[config.mk]
export PLATFORM = sky130hd
export DESIGN_NAME = edge_span_table_walker
export DESIGN_NICKNAME = d
export VERILOG_FILES = /design/src/design/estw_pkg.sv /design/src/design/estw_ram.sv /design/src/design/edge_span_table_walker.sv
export SDC_FILE = /design/constraint.sdc
export NUM_CORES = 1
export LEC_CHECK = 0
export BUFFER_PORTS_ARGS = -buffer_cell sky130_fd_sc_hd__clkbuf_2
export CAP_MARGIN = 20
export CORE_MARGIN = 2
export CORE_UTILIZATION = 45
export CTS_CLUSTER_DIAMETER = 30
export DETAILED_ROUTE_END_ITERATION = 16
export PLACE_DENSITY = 0.7
export SLEW_MARGIN = 20
export SYNTH_ARGS = -nofsm -noshare
export SYNTH_HDL_FRONTEND = slang
export SYNTH_SLANG_ARGS = --single-unit
[constraint.sdc]
create_clock -name clk -period 9.14 [get_ports clk]
set_clock_uncertainty 0.05 [all_clocks]
set_input_delay 0 -clock clk [delete_from_list [all_inputs] [get_ports clk]]
set_output_delay 0 -clock clk [all_outputs]
set_load 0.005 [all_outputs]
[src/design/estw_pkg.sv]
// Shared types and constants for the edge span table walker.
package estw_pkg;

  // Widths of the grid coordinates, the depth and the reported row index.
  localparam int COL_W   = 8;
  localparam int DEPTH_W = 32;
  localparam int ROWI_W  = 3;
  // Walk coordinates carry one extra step past the grid on each side.
  localparam int WALK_W  = 10;
  // Accumulator holds at most major plus minor delta.
  localparam int ACC_W   = 9;
  // Most rows reported on a closing edge.
  localparam int EMIT_MAX = 8;
  // Serial divider steps, one quotient bit each.
  localparam int DIV_STEPS = 32;

  // Row occupancy codes.
  typedef enum logic [1:0] {
    KIND_NONE  = 2'd0,
    KIND_POINT = 2'd1,
    KIND_SPAN  = 2'd2
  } kind_t;

  // Controller states.
  typedef enum logic [2:0] {
    ST_IDLE,
    ST_SETUP,
    ST_DIV,
    ST_WALK_RD,
    ST_WALK_WR,
    ST_EMIT_RD,
    ST_EMIT_LD
  } state_t;

  // One input item: an edge between two grid points with depths.
  typedef struct packed {
    logic signed [COL_W-1:0]   src_u;
    logic signed [COL_W-1:0]   src_v;
    logic signed [DEPTH_W-1:0] src_w;
    logic signed [COL_W-1:0]   dst_u;
    logic signed [COL_W-1:0]   dst_v;
    logic signed [DEPTH_W-1:0] dst_w;
    logic                      closes_shape;
  } in_item_t;

  // One result item: one row of the span table.
  typedef struct packed {
    logic [ROWI_W-1:0]         row_index;
    kind_t                     span_kind;
    logic signed [COL_W-1:0]   left_u;
    logic signed [DEPTH_W-1:0] left_w;
    logic signed [COL_W-1:0]   right_u;
    logic signed [DEPTH_W-1:0] right_w;
    logic                      last_row;
  } out_item_t;

  // One span table entry as stored in memory.
  typedef struct packed {
    logic signed [COL_W-1:0]   left_u;
    logic signed [COL_W-1:0]   right_u;
    logic signed [DEPTH_W-1:0] left_w;
    logic signed [DEPTH_W-1:0] right_w;
  } row_entry_t;

endpackage

[src/design/estw_ram.sv]
// Generic single-port-write, single-port-read RAM with registered read data.
module estw_ram #(
  parameter int WIDTH = 8,
  parameter int DEPTH = 8
) (
  input  logic                     clk,
  input  logic                     we,
  input  logic [$clog2(DEPTH)-1:0] wr_addr,
  input  logic [WIDTH-1:0]         wr_data,
  input  logic                     rd_en,
  input  logic [$clog2(DEPTH)-1:0] rd_addr,
  output logic [WIDTH-1:0]         rd_data
);

  logic [WIDTH-1:0] mem [DEPTH];

  // Write port.
  always_ff @(posedge clk) begin
    if (we) begin
      mem[wr_addr] <= wr_data;
    end
  end

  // Read port; data holds until the next read.
  always_ff @(posedge clk) begin
    if (rd_en) begin
      rd_data <= mem[rd_addr];
    end
  end

endmodule

[src/design/edge_span_table_walker.sv]
// Edge span table walker: Bresenham edge walk into a per-row span table in RAM.
//
//   channel | direction | handshake          | payload
//   in      | input     | in_valid/in_ready  | in_item  (in_item_t, one edge)
//   out     | output    | out_valid/out_ready| out_item (out_item_t, one table row)
//
// An edge goes through setup, then serial division for the depth step (one
// quotient bit per cycle), then a walk of major delta plus one points: each
// point is a read-modify-write of the single table RAM (read, then write).
// A closing edge then reports min(ROWS, 8) rows and clears the row kinds as
// it reports the last one. No clearing pass runs after reset; row kinds sit in
// flip-flops that reset clears. A stalled output holds the reporting of the next
// row; the last row may wait in the output register while the next edge is taken.
module edge_span_table_walker
  import estw_pkg::*;
#(
  parameter int ROWS = 8
) (
  input  logic      clk,
  input  logic      rst_n,
  input  logic      in_valid,
  output logic      in_ready,
  input  in_item_t  in_item,
  output logic      out_valid,
  input  logic      out_ready,
  output out_item_t out_item
);

  localparam int RW     = $clog2(ROWS);
  localparam int EMIT_N = (ROWS < EMIT_MAX) ? ROWS : EMIT_MAX;
  localparam logic [WALK_W-1:0] ROWS_C   = WALK_W'(ROWS);
  localparam logic [WALK_W-1:0] STEP_INC = WALK_W'(1);
  localparam logic [WALK_W-1:0] STEP_DEC = '1;
  localparam logic [ROWI_W-1:0] LAST_ROW = ROWI_W'(EMIT_N - 1);
  localparam logic [4:0]        DIV_LAST = 5'(DIV_STEPS - 1);

  // Control and walk registers.
  state_t                  state_r, state_nxt;
  in_item_t                in_r, in_nxt;
  kind_t [ROWS-1:0]        kind_r, kind_nxt;
  logic [COL_W-1:0]        maj_r, maj_nxt;
  logic [COL_W-1:0]        min_r, min_nxt;
  logic                    umaj_r, umaj_nxt;
  logic                    udec_r, udec_nxt;
  logic                    vdec_r, vdec_nxt;
  logic [COL_W:0]          cnt_r, cnt_nxt;
  logic [ACC_W-1:0]        acc_r, acc_nxt;
  logic [WALK_W-1:0]       u_r, u_nxt;
  logic [WALK_W-1:0]       v_r, v_nxt;
  logic [DEPTH_W-1:0]      w_r, w_nxt;
  logic                    inrow_r, inrow_nxt;
  logic                    neg_r, neg_nxt;
  logic [DEPTH_W-1:0]      dvd_r, dvd_nxt;
  logic [COL_W-1:0]        rem_r, rem_nxt;
  logic [4:0]              dcnt_r, dcnt_nxt;
  logic [DEPTH_W-1:0]      step_r, step_nxt;
  logic [ROWI_W-1:0]       erow_r, erow_nxt;
  logic                    out_valid_r, out_valid_nxt;
  out_item_t               out_item_r, out_item_nxt;

  // RAM port signals.
  logic                    ram_we;
  logic [RW-1:0]           ram_wr_addr;
  row_entry_t              ram_wr_data;
  logic                    ram_rd_en;
  logic [RW-1:0]           ram_rd_addr;
  row_entry_t              ram_rd_data;

  // Setup arithmetic.
  logic signed [COL_W:0]   du, dv;
  logic [COL_W:0]          du_neg, dv_neg;
  logic [COL_W-1:0]        adu, adv;
  logic [DEPTH_W:0]        wdiff, wdiff_neg;

  // Division step.
  logic [COL_W:0]          rem_sh;
  logic                    q_bit;
  logic [COL_W:0]          rem_sub;

  // Point selection and merge.
  logic                    minor_step;
  logic [ACC_W-1:0]        acc_pt;
  logic [WALK_W-1:0]       u_pt, v_pt;
  logic                    v_pt_in;
  logic signed [COL_W-1:0] u_sat;
  kind_t                   kind_cur;
  row_entry_t              merged;
  kind_t                   kind_emit;
  logic                    load_ok;

  estw_ram #(
    .WIDTH($bits(row_entry_t)),
    .DEPTH(ROWS)
  ) u_table (
    .clk    (clk),
    .we     (ram_we),
    .wr_addr(ram_wr_addr),
    .wr_data(ram_wr_data),
    .rd_en  (ram_rd_en),
    .rd_addr(ram_rd_addr),
    .rd_data(ram_rd_data)
  );

  // Edge deltas with the zero-counts-as-one rule, and the depth difference.
  always_comb begin
    du        = $signed({in_r.dst_u[COL_W-1], in_r.dst_u})
              - $signed({in_r.src_u[COL_W-1], in_r.src_u});
    dv        = $signed({in_r.dst_v[COL_W-1], in_r.dst_v})
              - $signed({in_r.src_v[COL_W-1], in_r.src_v});
    du_neg    = -du;
    dv_neg    = -dv;
    adu       = (du == '0) ? COL_W'(1) : (du[COL_W] ? du_neg[COL_W-1:0] : du[COL_W-1:0]);
    adv       = (dv == '0) ? COL_W'(1) : (dv[COL_W] ? dv_neg[COL_W-1:0] : dv[COL_W-1:0]);
    wdiff     = {in_r.dst_w[DEPTH_W-1], in_r.dst_w} - {in_r.src_w[DEPTH_W-1], in_r.src_w};
    wdiff_neg = -wdiff;
  end

  // One restoring division step on the magnitude of the depth difference.
  always_comb begin
    rem_sh  = {rem_r, dvd_r[DEPTH_W-1]};
    q_bit   = (rem_sh >= {1'b0, maj_r});
    rem_sub = rem_sh - {1'b0, maj_r};
  end

  // Current walk point: minor axis steps once the accumulator reaches the major delta.
  always_comb begin
    minor_step = (acc_r >= ACC_W'(maj_r));
    acc_pt     = minor_step ? (acc_r - ACC_W'(maj_r)) : acc_r;
    u_pt       = u_r;
    v_pt       = v_r;
    if (minor_step && !umaj_r) begin
      u_pt = u_r + (udec_r ? STEP_DEC : STEP_INC);
    end
    if (minor_step && umaj_r) begin
      v_pt = v_r + (vdec_r ? STEP_DEC : STEP_INC);
    end
    v_pt_in = !v_pt[WALK_W-1] && (v_pt < ROWS_C);
  end

  // Merge the registered point into the row entry read from the table.
  always_comb begin
    if ($signed(u_r) < -$signed(WALK_W'(128))) begin
      u_sat = -8'sd128;
    end else if ($signed(u_r) > $signed(WALK_W'(127))) begin
      u_sat = 8'sd127;
    end else begin
      u_sat = u_r[COL_W-1:0];
    end
    kind_cur = kind_r[v_r[RW-1:0]];
    merged   = ram_rd_data;
    if (kind_cur == KIND_NONE) begin
      merged.left_u  = u_sat;
      merged.right_u = u_sat;
      merged.left_w  = w_r;
      merged.right_w = w_r;
    end else begin
      if (u_sat < ram_rd_data.left_u) begin
        merged.left_u = u_sat;
        merged.left_w = w_r;
      end
      if (u_sat > ram_rd_data.right_u) begin
        merged.right_u = u_sat;
        merged.right_w = w_r;
      end
    end
    kind_emit = kind_r[RW'(erow_r)];
  end

  assign load_ok = !out_valid_r || out_ready;

  // Next state.
  always_comb begin
    state_nxt = state_r;
    case (state_r)
      ST_IDLE: begin
        if (in_valid) begin
          state_nxt = ST_SETUP;
        end
      end
      ST_SETUP: begin
        state_nxt = ST_DIV;
      end
      ST_DIV: begin
        if (dcnt_r == DIV_LAST) begin
          state_nxt = ST_WALK_RD;
        end
      end
      ST_WALK_RD: begin
        state_nxt = ST_WALK_WR;
      end
      ST_WALK_WR: begin
        if (cnt_r == (COL_W+1)'(1)) begin
          state_nxt = in_r.closes_shape ? ST_EMIT_RD : ST_IDLE;
        end else begin
          state_nxt = ST_WALK_RD;
        end
      end
      ST_EMIT_RD: begin
        state_nxt = ST_EMIT_LD;
      end
      ST_EMIT_LD: begin
        if (load_ok) begin
          state_nxt = (erow_r == LAST_ROW) ? ST_IDLE : ST_EMIT_RD;
        end
      end
      default: begin
        state_nxt = ST_IDLE;
      end
    endcase
  end

  // Datapath and port outputs per state.
  always_comb begin
    in_nxt        = in_r;
    kind_nxt      = kind_r;
    maj_nxt       = maj_r;
    min_nxt       = min_r;
    umaj_nxt      = umaj_r;
    udec_nxt      = udec_r;
    vdec_nxt      = vdec_r;
    cnt_nxt       = cnt_r;
    acc_nxt       = acc_r;
    u_nxt         = u_r;
    v_nxt         = v_r;
    w_nxt         = w_r;
    inrow_nxt     = inrow_r;
    neg_nxt       = neg_r;
    dvd_nxt       = dvd_r;
    rem_nxt       = rem_r;
    dcnt_nxt      = dcnt_r;
    step_nxt      = step_r;
    erow_nxt      = erow_r;
    out_item_nxt  = out_item_r;
    out_valid_nxt = out_valid_r && !out_ready;
    in_ready      = 1'b0;
    ram_we        = 1'b0;
    ram_wr_addr   = v_r[RW-1:0];
    ram_wr_data   = merged;
    ram_rd_en     = 1'b0;
    ram_rd_addr   = v_pt[RW-1:0];
    case (state_r)
      ST_IDLE: begin
        in_ready = 1'b1;
        in_nxt   = in_item;
      end
      ST_SETUP: begin
        umaj_nxt = (adu > adv);
        maj_nxt  = (adu > adv) ? adu : adv;
        min_nxt  = (adu > adv) ? adv : adu;
        udec_nxt = du[COL_W] || (du == '0);
        vdec_nxt = dv[COL_W] || (dv == '0);
        cnt_nxt  = {1'b0, ((adu > adv) ? adu : adv)} + (COL_W+1)'(1);
        acc_nxt  = '0;
        u_nxt    = {{(WALK_W-COL_W){in_r.src_u[COL_W-1]}}, in_r.src_u};
        v_nxt    = {{(WALK_W-COL_W){in_r.src_v[COL_W-1]}}, in_r.src_v};
        w_nxt    = in_r.src_w;
        neg_nxt  = wdiff[DEPTH_W];
        dvd_nxt  = wdiff[DEPTH_W] ? wdiff_neg[DEPTH_W-1:0] : wdiff[DEPTH_W-1:0];
        rem_nxt  = '0;
        dcnt_nxt = '0;
      end
      ST_DIV: begin
        rem_nxt  = q_bit ? rem_sub[COL_W-1:0] : rem_sh[COL_W-1:0];
        dvd_nxt  = {dvd_r[DEPTH_W-2:0], q_bit};
        dcnt_nxt = dcnt_r + 5'd1;
      end
      ST_WALK_RD: begin
        // dvd_r holds the quotient magnitude from here on.
        step_nxt  = neg_r ? (-dvd_r) : dvd_r;
        acc_nxt   = acc_pt;
        u_nxt     = u_pt;
        v_nxt     = v_pt;
        inrow_nxt = v_pt_in;
        ram_rd_en = v_pt_in;
      end
      ST_WALK_WR: begin
        ram_we  = inrow_r;
        if (inrow_r) begin
          kind_nxt[v_r[RW-1:0]] = (kind_cur == KIND_NONE) ? KIND_POINT : KIND_SPAN;
        end
        acc_nxt = acc_r + ACC_W'(min_r);
        if (umaj_r) begin
          u_nxt = u_r + (udec_r ? STEP_DEC : STEP_INC);
        end else begin
          v_nxt = v_r + (vdec_r ? STEP_DEC : STEP_INC);
        end
        w_nxt    = w_r + step_r;
        cnt_nxt  = cnt_r - (COL_W+1)'(1);
        erow_nxt = '0;
      end
      ST_EMIT_RD: begin
        ram_rd_en   = 1'b1;
        ram_rd_addr = RW'(erow_r);
      end
      ST_EMIT_LD: begin
        if (load_ok) begin
          out_valid_nxt          = 1'b1;
          out_item_nxt.row_index = erow_r;
          out_item_nxt.span_kind = kind_emit;
          out_item_nxt.last_row  = (erow_r == LAST_ROW);
          if (kind_emit == KIND_NONE) begin
            out_item_nxt.left_u  = '0;
            out_item_nxt.left_w  = '0;
            out_item_nxt.right_u = '0;
            out_item_nxt.right_w = '0;
          end else begin
            out_item_nxt.left_u  = ram_rd_data.left_u;
            out_item_nxt.left_w  = ram_rd_data.left_w;
            out_item_nxt.right_u = ram_rd_data.right_u;
            out_item_nxt.right_w = ram_rd_data.right_w;
          end
          erow_nxt = erow_r + ROWI_W'(1);
          if (erow_r == LAST_ROW) begin
            kind_nxt = '0;
          end
        end
      end
      default: begin
      end
    endcase
  end

  // Control registers.
  always_ff @(posedge clk) begin
    if (!rst_n) begin
      state_r     <= ST_IDLE;
      kind_r      <= '0;
      out_valid_r <= 1'b0;
      erow_r      <= '0;
      cnt_r       <= '0;
      dcnt_r      <= '0;
    end else begin
      state_r     <= state_nxt;
      kind_r      <= kind_nxt;
      out_valid_r <= out_valid_nxt;
      erow_r      <= erow_nxt;
      cnt_r       <= cnt_nxt;
      dcnt_r      <= dcnt_nxt;
    end
  end

  // Payload registers.
  always_ff @(posedge clk) begin
    in_r       <= in_nxt;
    maj_r      <= maj_nxt;
    min_r      <= min_nxt;
    umaj_r     <= umaj_nxt;
    udec_r     <= udec_nxt;
    vdec_r     <= vdec_nxt;
    acc_r      <= acc_nxt;
    u_r        <= u_nxt;
    v_r        <= v_nxt;
    w_r        <= w_nxt;
    inrow_r    <= inrow_nxt;
    neg_r      <= neg_nxt;
    dvd_r      <= dvd_nxt;
    rem_r      <= rem_nxt;
    step_r     <= step_nxt;
    out_item_r <= out_item_nxt;
  end

  assign out_valid = out_valid_r;
  assign out_item  = out_item_r;

`ifndef SYNTH
  // A table write always leaves its row marked as touched.
  a_write_marks_row: assert property (@(posedge clk) disable iff (!rst_n)
    ram_we |=> (kind_r[$past(ram_wr_addr)] != KIND_NONE))
    else $error("row written without being marked touched");

  // Reporting the last row clears the row kinds of the whole table.
  a_clear_after_emit: assert property (@(posedge clk) disable iff (!rst_n)
    (state_r == ST_EMIT_LD && load_ok && erow_r == LAST_ROW) |=> (kind_r == '0))
    else $error("span table not cleared after the closing edge");

  // An untouched row reports zero columns and depths.
  a_untouched_zero: assert property (@(posedge clk) disable iff (!rst_n)
    (out_valid_r && out_item_r.span_kind == KIND_NONE) |->
      (out_item_r.left_u == '0 && out_item_r.left_w == '0 &&
       out_item_r.right_u == '0 && out_item_r.right_w == '0))
    else $error("untouched row carries data");

  // The point counter never runs out during a walk.
  a_walk_count: assert property (@(posedge clk) disable iff (!rst_n)
    (state_r == ST_WALK_RD || state_r == ST_WALK_WR) |-> (cnt_r != '0))
    else $error("walk point counter underflow");
`endif

endmodule
# == Word-level counts from Yosys, hierarchy flattened ==
# Memory sizes are Yosys's and may differ from the RTL's. A register that Yosys moved wholly into a read port is not among the register bits.
# Cells that the tools add are included.
# word_totals
register_bits,374
ram_bits,640
in_bits,101
output_inout_bits,88
elab_cells,176
mem_count,1
# memory_table
name,words,word_bits,rd,rd_clocked_by_memory_dff,write_ports,line_no,source
u_table.mem,8,80,1,1,1,estw_ram.sv:15,logic [WIDTH-1:0] mem [DEPTH];
# op_classes
addsub,17
order_cmp,11
n_eq_ne,18
mux,60
n_reduce_logical,28
# ops
op,count
2-to-1 mux 32 bit,4
one-hot mux 32 bit (2 select lines),2
2-to-1 mux 8 bit,11
2-to-1 mux 80 bit,1
negator 32 bit,2
2-to-1 mux 10 bit,6
one-hot mux 10 bit (3 select lines),2
2-to-1 mux 16 bit,3
subtractor 32 x 32 -> 33 bit,1
adder 32 bit,1
one-hot mux 16 bit (2 select lines),1
one-hot mux 9 bit (3 select lines),1
2-to-1 mux 3 bit,8
one-hot mux 3 bit (7 select lines),1
adder 10 bit,2
greater-or-equal comparator 9 x 8 -> 1 bit,2
logical NOT 9 bit,2
"!= test 2 bit, second input constant",9
one-hot mux 9 bit (2 select lines),1
subtractor 8 x 8 -> 9 bit,2
bitwise mux 16 bit,1
greater-than comparator 8 bit,2
negator 8 bit,2
one-hot mux 8 bit (2 select lines),1
36 further kinds,66

# == Depth between registers and ports, before layout ==
# Gate-level depths: netlist (run 1).
# logic_depth
ltp_word,8
ltp_mapped,29
ltp_nobuf,26

# == By module ==
# From an unflattened synthesis (run 1), not the netlist that was laid out.
# hier_totals
hier_cells,3374
hier_area_um2,50417.1
# by_module_without_submodules
module,n_inst,cells_each,area_each_um2,seq_area_each_um2
estw_ram,1,1018,26455.4,21620.7
edge_span_table_walker,1,2356,23961.7,10860.4

# == Worst setup path after synthesis (run 1) ==
# Ideal clock, no wire load.
# synth_path
path_type,register to register
startpoint,register state_r[1]
endpoint,"memory u_table.mem[0][0] (netlist bit), enable pin"
setup_ps,715
arrival_ps,8832
slack_ps,-457
path_stages_with_launch,8
path_buffers,4
synth_period_minus_slack_ps,9597
cell_sequence,dfxtp_1 > clkbuf_1 > clkbuf_1 > inv_1 > nand3b_1 > clkbuf_1 > clkbuf_1 > nor4_1
# synth_via
elab_chain_cells,4
# synth_lines
item,line_no,source
start: declaration,edge_span_table_walker.sv:38,"state_t state_r, state_nxt;"
start signal: assignment,edge_span_table_walker.sv:333,state_r <= state_nxt;
equality test 3 bit,edge_span_table_walker.sv:241,case (state_r)
2-to-1 mux 1 bit,edge_span_table_walker.sv:241,
2-to-1 mux 1 bit,estw_ram.sv:19,if (we) begin
2-to-1 mux 1 bit (implied by the code),estw_ram.sv:20,mem[wr_addr] <= wr_data;
end: declaration,estw_ram.sv:15,
# No other way between the ends.

# == Final worst setup path (run 1) ==
# layout_path
startpoint,register in_r[41] (netlist bit)
endpoint,register cnt_r[8]
# layout_via
elab_chain_cells,8
# layout_lines
item,line_no,source
start: declaration,edge_span_table_walker.sv:39,"in_item_t in_r, in_nxt;"
start signal: assignment,edge_span_table_walker.sv:344,in_r <= in_nxt;
subtractor 8 x 8 -> 9 bit (*),edge_span_table_walker.sv:107,"- $signed({in_r.src_u[COL_W-1], in_r.src_u});"
negator 8 bit,edge_span_table_walker.sv:110,du_neg = -du;
2-to-1 mux 8 bit,edge_span_table_walker.sv:112,adu = (du == '0) ? COL_W'(1) : (du[COL_W] ? du_neg[COL_W-1:0] : du[COL_W-1:0]);
2-to-1 mux 8 bit (*),edge_span_table_walker.sv:112,
greater-than comparator 8 bit,edge_span_table_walker.sv:252,"cnt_nxt = {1'b0, ((adu > adv) ? adu : adv)} + (COL_W+1)'(1);"
2-to-1 mux 8 bit (*),edge_span_table_walker.sv:252,
adder 8 x 1 -> 9 bit (*),edge_span_table_walker.sv:252,
one-hot mux 9 bit (2 select lines) (*),edge_span_table_walker.sv:241,
end signal: assignment,edge_span_table_walker.sv:337,cnt_r <= cnt_nxt;
end: declaration,edge_span_table_walker.sv:46,"logic [COL_W:0] cnt_r, cnt_nxt;"
# Mark *: on every way between the ends. The rest lies on a longest branch, timed or not.
# A chain may end at the register's enable or synchronous reset.

==> metrics, run 1 <==
outcome=complete, no violations; RSZ-0062 raised after global routing=false; cell mode on critical path=a21oi_1; hold path depth=3; overall die width=337 µm; clock transition at the registers of the reported paths=0.06 ns; YS warnings=0; Layout fillers=8,649; CTS root buf=clkbuf_16; Die Y=337 µm; Highest Clock Rate=0.161 GHz; worst slew pin tran=1.15 ns; Core ar.=0.110 mm²; final worst path period need=6.23 ns; Area after DPL=0.0526 mm²; via count=32,814; # DRC=0; Routed Antenna Nets=0; total power=17.9 mW; number of synthesized flops with an enable pin=1,057; Crit Path Class=flip-flop to flip-flop; number of global-route vias before repair=32,997; Final nets=4,329; Max H-tree Level=4; PwrDens=289 mW/mm²; Final period util=0.682; ratio of cells with drive above 1 in the final layout=0.190; CTS Buf Count=211; Slew HR=0.235; # IOs=189; initial core utilization=0.452; hold path startpoint=in_item[76]; post-synthesis async set-or-reset flop share=0; DPL Wire Length=72.8 mm; First-pass DRT Iterations=8; Final setup viols=0; PortBufs=188; Slew Limit Fails=0; WP data required=9.78 ns; routability cong.=0.885; critical path fanouts, max=19; Area Growth Syn to Fin=24.0%; biggest cell delay along the critical path=0.66 ns; grt ovf=0; post-synthesis cell area=0.0499 mm²; net count after synthesis=3,850; Max clock buf depth=3; FF-to-FF Start=in_r[41]; critical path's slowest cell=a2111oi_0; reg2reg path depth=25; Post-CTS Setup Bufs=0; Final Hold Fails=0; Synth Flop Type=edfxtp_1; CTS tree=yes; Fin Setup TNS=0 ns; WL per Instance=22.2 µm; initial antenna violation count=4; CP endpoint kind=flip-flop; Yosys reg bits=1,094; WP data arrival=6.87 ns; sequential-to-total area share from yosys stat=0.651; vias per inst=5.71; initial DRC count=3,326; P_leak=22.6 nW; final hold slack=0.396 ns; Synth cell types=98; Cell Rows=122; hold endpoint=in_r[76]; design area=0.0619 mm²; worst min path class=input port to flip-flop; Avg Cell Area, Syn=13.9 µm²; post-detailed-routing wire length=127 mm; Sink Count=1,094; Die Footprint=0.114 mm²; post-synthesis instance total=3,586; first-pass GRT wire length=193 mm; Max Cap Viol=0; Clock Latency Late Sink=0.79 ns; CP startpoint kind=flip-flop; largest net degree at the start of global routing=161; GRT Overall Usage=0.223; r2r setup slk=2.91 ns; Worst VDD drop=0.252 mV; Critical R2R Capture=cnt_r[8]
[cell families (layout without fill, tap and decap cells)]
kind of cell | after synthesis | after routing | synth area share
AO/OA/AOI/OAI | 834 | 834 | 0.119
XOR/XNOR | 163 | 163 | 0.0286
adder cells (fa/ha/maj) | 163 | 163 | 0.0422
buffers and inverters | 328 | 993 | 0.0260
flip-flops | 1094 | 1094 | 0.651
multiplexers | 254 | 254 | 0.0557
other | 0 | 3 | 0
AND/OR/NAND/NOR | 750 | 750 | 0.0778
[stage by stage]
step                cells   util  worst slack (ns)
finish               5742  0.561              2.91
global route         5740  0.561              2.28
CTS                  5738  0.561              2.96
detailed placement   5140  0.477              3.03
global placement     5138  0.476              3.10
floorplan            3586      -              1.12
[sequential cells by signal, summed over array words and instances (netlist names), 9 cells and up]
signal	count
acc_r	9
v_r	10
in_r	97
u_table.rd_data	80
u_r	10
cnt_r	9
step_r	32
w_r	32
dvd_r	32
out_item	86
kind_r	16
u_table.mem	640
[layout by cell type, fill, tap and decap left out, drive strengths merged, types with 42 or more instances in the layout]
cell,n
edfxtp,1057
clkbuf,435
dlygate4sd3,199
a21oi,190
inv,188
nor2,182
o21ai,161
and2,161
nand2,155
ha,154
mux2,149
xnor2,111
mux2i,101
a2111oi,87
a221oi,82
a222oi,80
clkinv,67
xor2,52
buf,52
nor3,43
a21o,42
[how the worst max path moves through the flow]
stage	start	slack, ns	cells after the start	end
after detailed placement	in_r[89]	3.03	25	cnt_r[6]
final	in_r[41]	2.91	25	cnt_r[8]
after floorplan	state_r[1]	1.12	3	in_r[0]
after global routing	in_r[41]	2.28	25	cnt_r[8]
after CTS	in_r[89]	2.96	25	cnt_r[8]
after global placement	in_r[89]	3.10	25	cnt_r[6]
[power breakdown]
part | switching (mW) | internal [mW]
logic | 2.50 | 1.57
registers | 0.150 | 5.91
clock network | 2.71 | 5.04
total | 5.36 | 12.5
[synthesized netlist by cell type, types with 101 or more instances]
cell type     n  area share
and2_1      158       0.020
mux2_2      147       0.033
nor2_1      181       0.014
nand2_1     154       0.012
clkbuf_1    142       0.011
xnor2_1     111       0.019
edfxtp_1   1057        0.64
mux2i_1     101       0.020
o21ai_0     159       0.016
ha_1        154       0.039
a21oi_1     190       0.019
inv_1       151       0.011
[final cells by class]
cell class	count	area [µm²]	share of cell area
Timing Repair Buffer	440	3390	0.0547
Tap cell	1488	1860	0.0301
Inverter	154	578	0.00934
Multi-Input combinational cell	2164	16300	0.263
Antenna cell	3	7.51	0.000121
Clock inverter	153	1740	0.0281
Sequential cell	1094	32500	0.525
Clock buffer	246	5550	0.0896
[critical path, delay by kind of cell (launching register included)]
kind	cells	cell delay, ns
flip-flops	1	0.35
adder cells (fa/ha/maj)	4	0.93
AO/OA/AOI/OAI	8	2.41
multiplexers	1	0.23
buffers and inverters	4	0.67
AND/OR/NAND/NOR	7	1.07
XOR/XNOR	1	0.40
[routing by layer]
metal	part of all wire	up-vias	routed length, µm	track usage
li1	-	15024	-	-
met1	0.42	16168	52900	0.300
met2	0.48	1385	60700	0.363
met3	0.081	237	10300	0.0397
met4	0.027	0	3380	0.0786
met5	0	-	0	0
[timing repair]
item                                   CTS  global route
hold buffers                           199             0
gates resized for setup                  0             0
setup endpoints to repair                0             0
endpoints found under the hold margin  133             0
(Power assumes the default switching activity.)
==> inputs of run 2 (changes only) <==
Settings changed: ABC_AREA from default to 1.
Clock period 9.14 ns to 5.5 ns, I/O delays scaled along.
==> run 2 against run 1 <==
Against the previous run:
- global-route usage about the same
- final area up 2.1%
- first-iteration DRC count up 2.0%
- final cell count up 22%
- largest cell class unchanged
- highest routed layer unchanged
==> metrics, run 2 <==
CTS Buf Count=203 (was 211); Sequential Area=0.0325 mm² (unchanged); DPL Wire Length=76.7 mm (was 72.8 mm); Final period util=0.862 (was 0.682); net count after synthesis=5,168 (was 3,850); clock transition at the registers of the reported paths=0.05 ns (was 0.06 ns); CTS tree=yes (unchanged); Avg Cell Area, Syn=10.5 µm² (was 13.9 µm²); Area Growth Syn to Fin=22.8% (was 24.0%); Die Footprint=0.117 mm² (was 0.114 mm²); most frequent cell after synthesis=edfxtp_1 (unchanged); cell mode on critical path=nand2_1 (was a21oi_1); critical path's slowest cell=edfxtp_1 (was a2111oi_0); Final Hold Fails=0 (unchanged); hold path startpoint=out_ready (was in_item[76]); WL per Instance=18.7 µm (was 22.2 µm); post-synthesis async set-or-reset flop share=0 (unchanged); post-synthesis instance total=4,904 (was 3,586); ratio of cells with drive above 1 in the final layout=0.122 (was 0.190); Final Util=0.555 (was 0.561); kind of cell adding the most delay to the critical path=simple AND/OR/NAND/NOR gates (was compound AO/OA/AOI/OAI gates); Slew Limit Fails=0 (unchanged); Highest Clock Rate=0.211 GHz (was 0.161 GHz); first-pass GRT wire length=204 mm (was 193 mm); number of synthesized flops with an enable pin=1,057 (unchanged); via count=37,477 (was 32,814); Max clock buf depth=3 (unchanged); grt ovf=0 (unchanged); Critical Path Start=in_r[89] (was in_r[41]); most frequent cells in the layout=edfxtp_1, nand2_1, nor2_1 (was edfxtp_1, clkbuf_16, dlygate4sd3_1); Yosys reg bits=1,094 (unchanged); post-synthesis cell area=0.0515 mm² (was 0.0499 mm²); worst min path class=input port to flip-flop (unchanged); initial antenna violation count=0 (was 4); First-pass DRT Iterations=6 (was 8); YS warnings=0 (unchanged); # IOs=189 (unchanged); Slew HR=0.298 (was 0.235); Post-CTS Setup Bufs=0 (unchanged); WP data required=6.09 ns (was 9.78 ns); final worst path period need=4.74 ns (was 6.23 ns); Crit Path Class=flip-flop to flip-flop (unchanged); vias per inst=5.33 (was 5.71); Synth area leader=edfxtp_1 (unchanged); CTS root buf=clkbuf_16 (unchanged); Buf/Inv on CP=4 (unchanged); Ant. Diodes=0 (was 3); largest net degree at the start of global routing=161 (unchanged); Clock Latency Late Sink=0.79 ns (about the same); Synth cell types=65 (was 98); sequential-to-total area share from yosys stat=0.631 (was 0.651); CP startpoint kind=flip-flop (unchanged); Synth Flop Type=edfxtp_1 (unchanged); FF-to-FF Start=in_r[89] (was in_r[41]); largest register by flop count=u_table.mem (unchanged); worst slew pin tran=1.05 ns (was 1.15 ns); Core ar.=0.114 mm² (was 0.110 mm²); Sink Count=1,094 (unchanged); Final setup viols=0 (unchanged); Max H-tree Level=4 (unchanged); outcome=complete, no violations (unchanged); synth cell count leaders=edfxtp_1, nand2_1, nor2_1 (was edfxtp_1, a21oi_1, nor2_1); critical path fanouts, max=28 (was 19); # DRC=0 (unchanged); Max Cap Viol=0 (unchanged); Cell Rows=124 (was 122); initial core utilization=0.452 (about the same); number of global-route vias before repair=36,793 (was 32,997); overall die width=342 µm (was 337 µm); PortBufs=188 (unchanged); CP endpoint kind=flip-flop (unchanged); RSZ-0062 raised after global routing=false (unchanged); WP data arrival=5.33 ns (was 6.87 ns); max reg flops=640 (unchanged); routability cong.=0.924 (was 0.885); post-detailed-routing wire length=132 mm (was 127 mm); biggest cell delay along the critical path=0.42 ns (was 0.66 ns); most common cell after layout, fill and taps aside=edfxtp_1 (unchanged); GRT Overall Usage=0.223 (about the same); Routed Antenna Nets=0 (unchanged); initial DRC count=3,393 (was 3,326); Final nets=5,607 (was 4,329); multi-input logic area=0.0161 mm² (was 0.0163 mm²); Area contributors post-synth=edfxtp_1, nand2_1, nor2_1, o21ai_0, inv_1 (was edfxtp_1, ha_1, mux2_2, mux2i_1, and2_1); Layout fillers=9,312 (was 8,649); Synth top area share=0.616 (was 0.636); Die Y=342 µm (was 337 µm)
## run 2: cell types whose count changed after synthesis, sizes merged, moves of 158 or more
cell	change
nand2	+725
nor2	+467
o21ai	+436
inv	+420
and2	-160
o22ai	+158
## run 2: worst min-delay path: cells and delay by family
| family | cells | cell delay (ns) |
|---|---|---|
| AOI/OAI and AO/OA | 1 | 0.07 |
| and+or+nand+nor | 1 | 0.11 |
| buffers and inverters | 3 | 0.68 |
## run 2: metal layers
layer / GRT usage / part of all wire
met5: 0 / 0
met4: 0.0831 / 0.028
met3: 0.0347 / 0.069
met2: 0.373 / 0.49
met1: 0.292 / 0.42
## run 2: kinds of logic (layout without fill, tap and decap cells)
kind of cell             after synthesis  after routing  share of synthesized area
AO/OA/AOI/OAI                       1019           1019                      0.109
buffers and inverters                763           1378                     0.0596
AND/OR/NAND/NOR                     1731           1731                      0.137
adder cells (fa/ha/maj)              163            163                     0.0409
multiplexers                           1              1                   0.000194
XOR/XNOR                             133            133                     0.0229
flip-flops                          1094           1094                      0.631
## run 2: final cells by class
class	instances	share of cell area
sequential	1094	0.514
multi-input combinational	3047	0.255
clock buffer	219	0.0820
timing repair buffer	424	0.0543
inverter	573	0.0342
clock inverter	162	0.0312
tap	1512	0.0299
## run 2: final timing paths
check / end / slack (ns) / depth (start not counted)
max: cnt_r[2] / 0.76 / 26
min: out_valid / 0.09 / 5
max reg2reg: cnt_r[2] / 0.76 / 26
min reg2reg: dcnt_r[4] / 0.42 / 2
## run 2: timing repair
action / in CTS / in global routing
hold endpoints to repair: 119 / 0
hold buffers: 197 / 0
gates resized for setup: 0 / 0
## run 2: through the flow
step           area (µm²)  setup TNS, ns  setup slack, ns  hold slack (ns)  std cells
2_1_floorplan       51500        -471.27            -1.99           0.0489       4904
3_3_place_gp        54100              0            0.862            0.127       6453
3_5_place_dp        54100              0            0.802            0.129       6453
4_1_cts             63200              0            0.747           0.0600       7031
5_1_grt             63200              0            0.292            0.100       7031
6_report            63200              0            0.758           0.0887       7031
Power of run 2 is left out: the tool's default activity adds up to more than one toggle a clock period on the data nets, which glitch-free logic cannot reach.
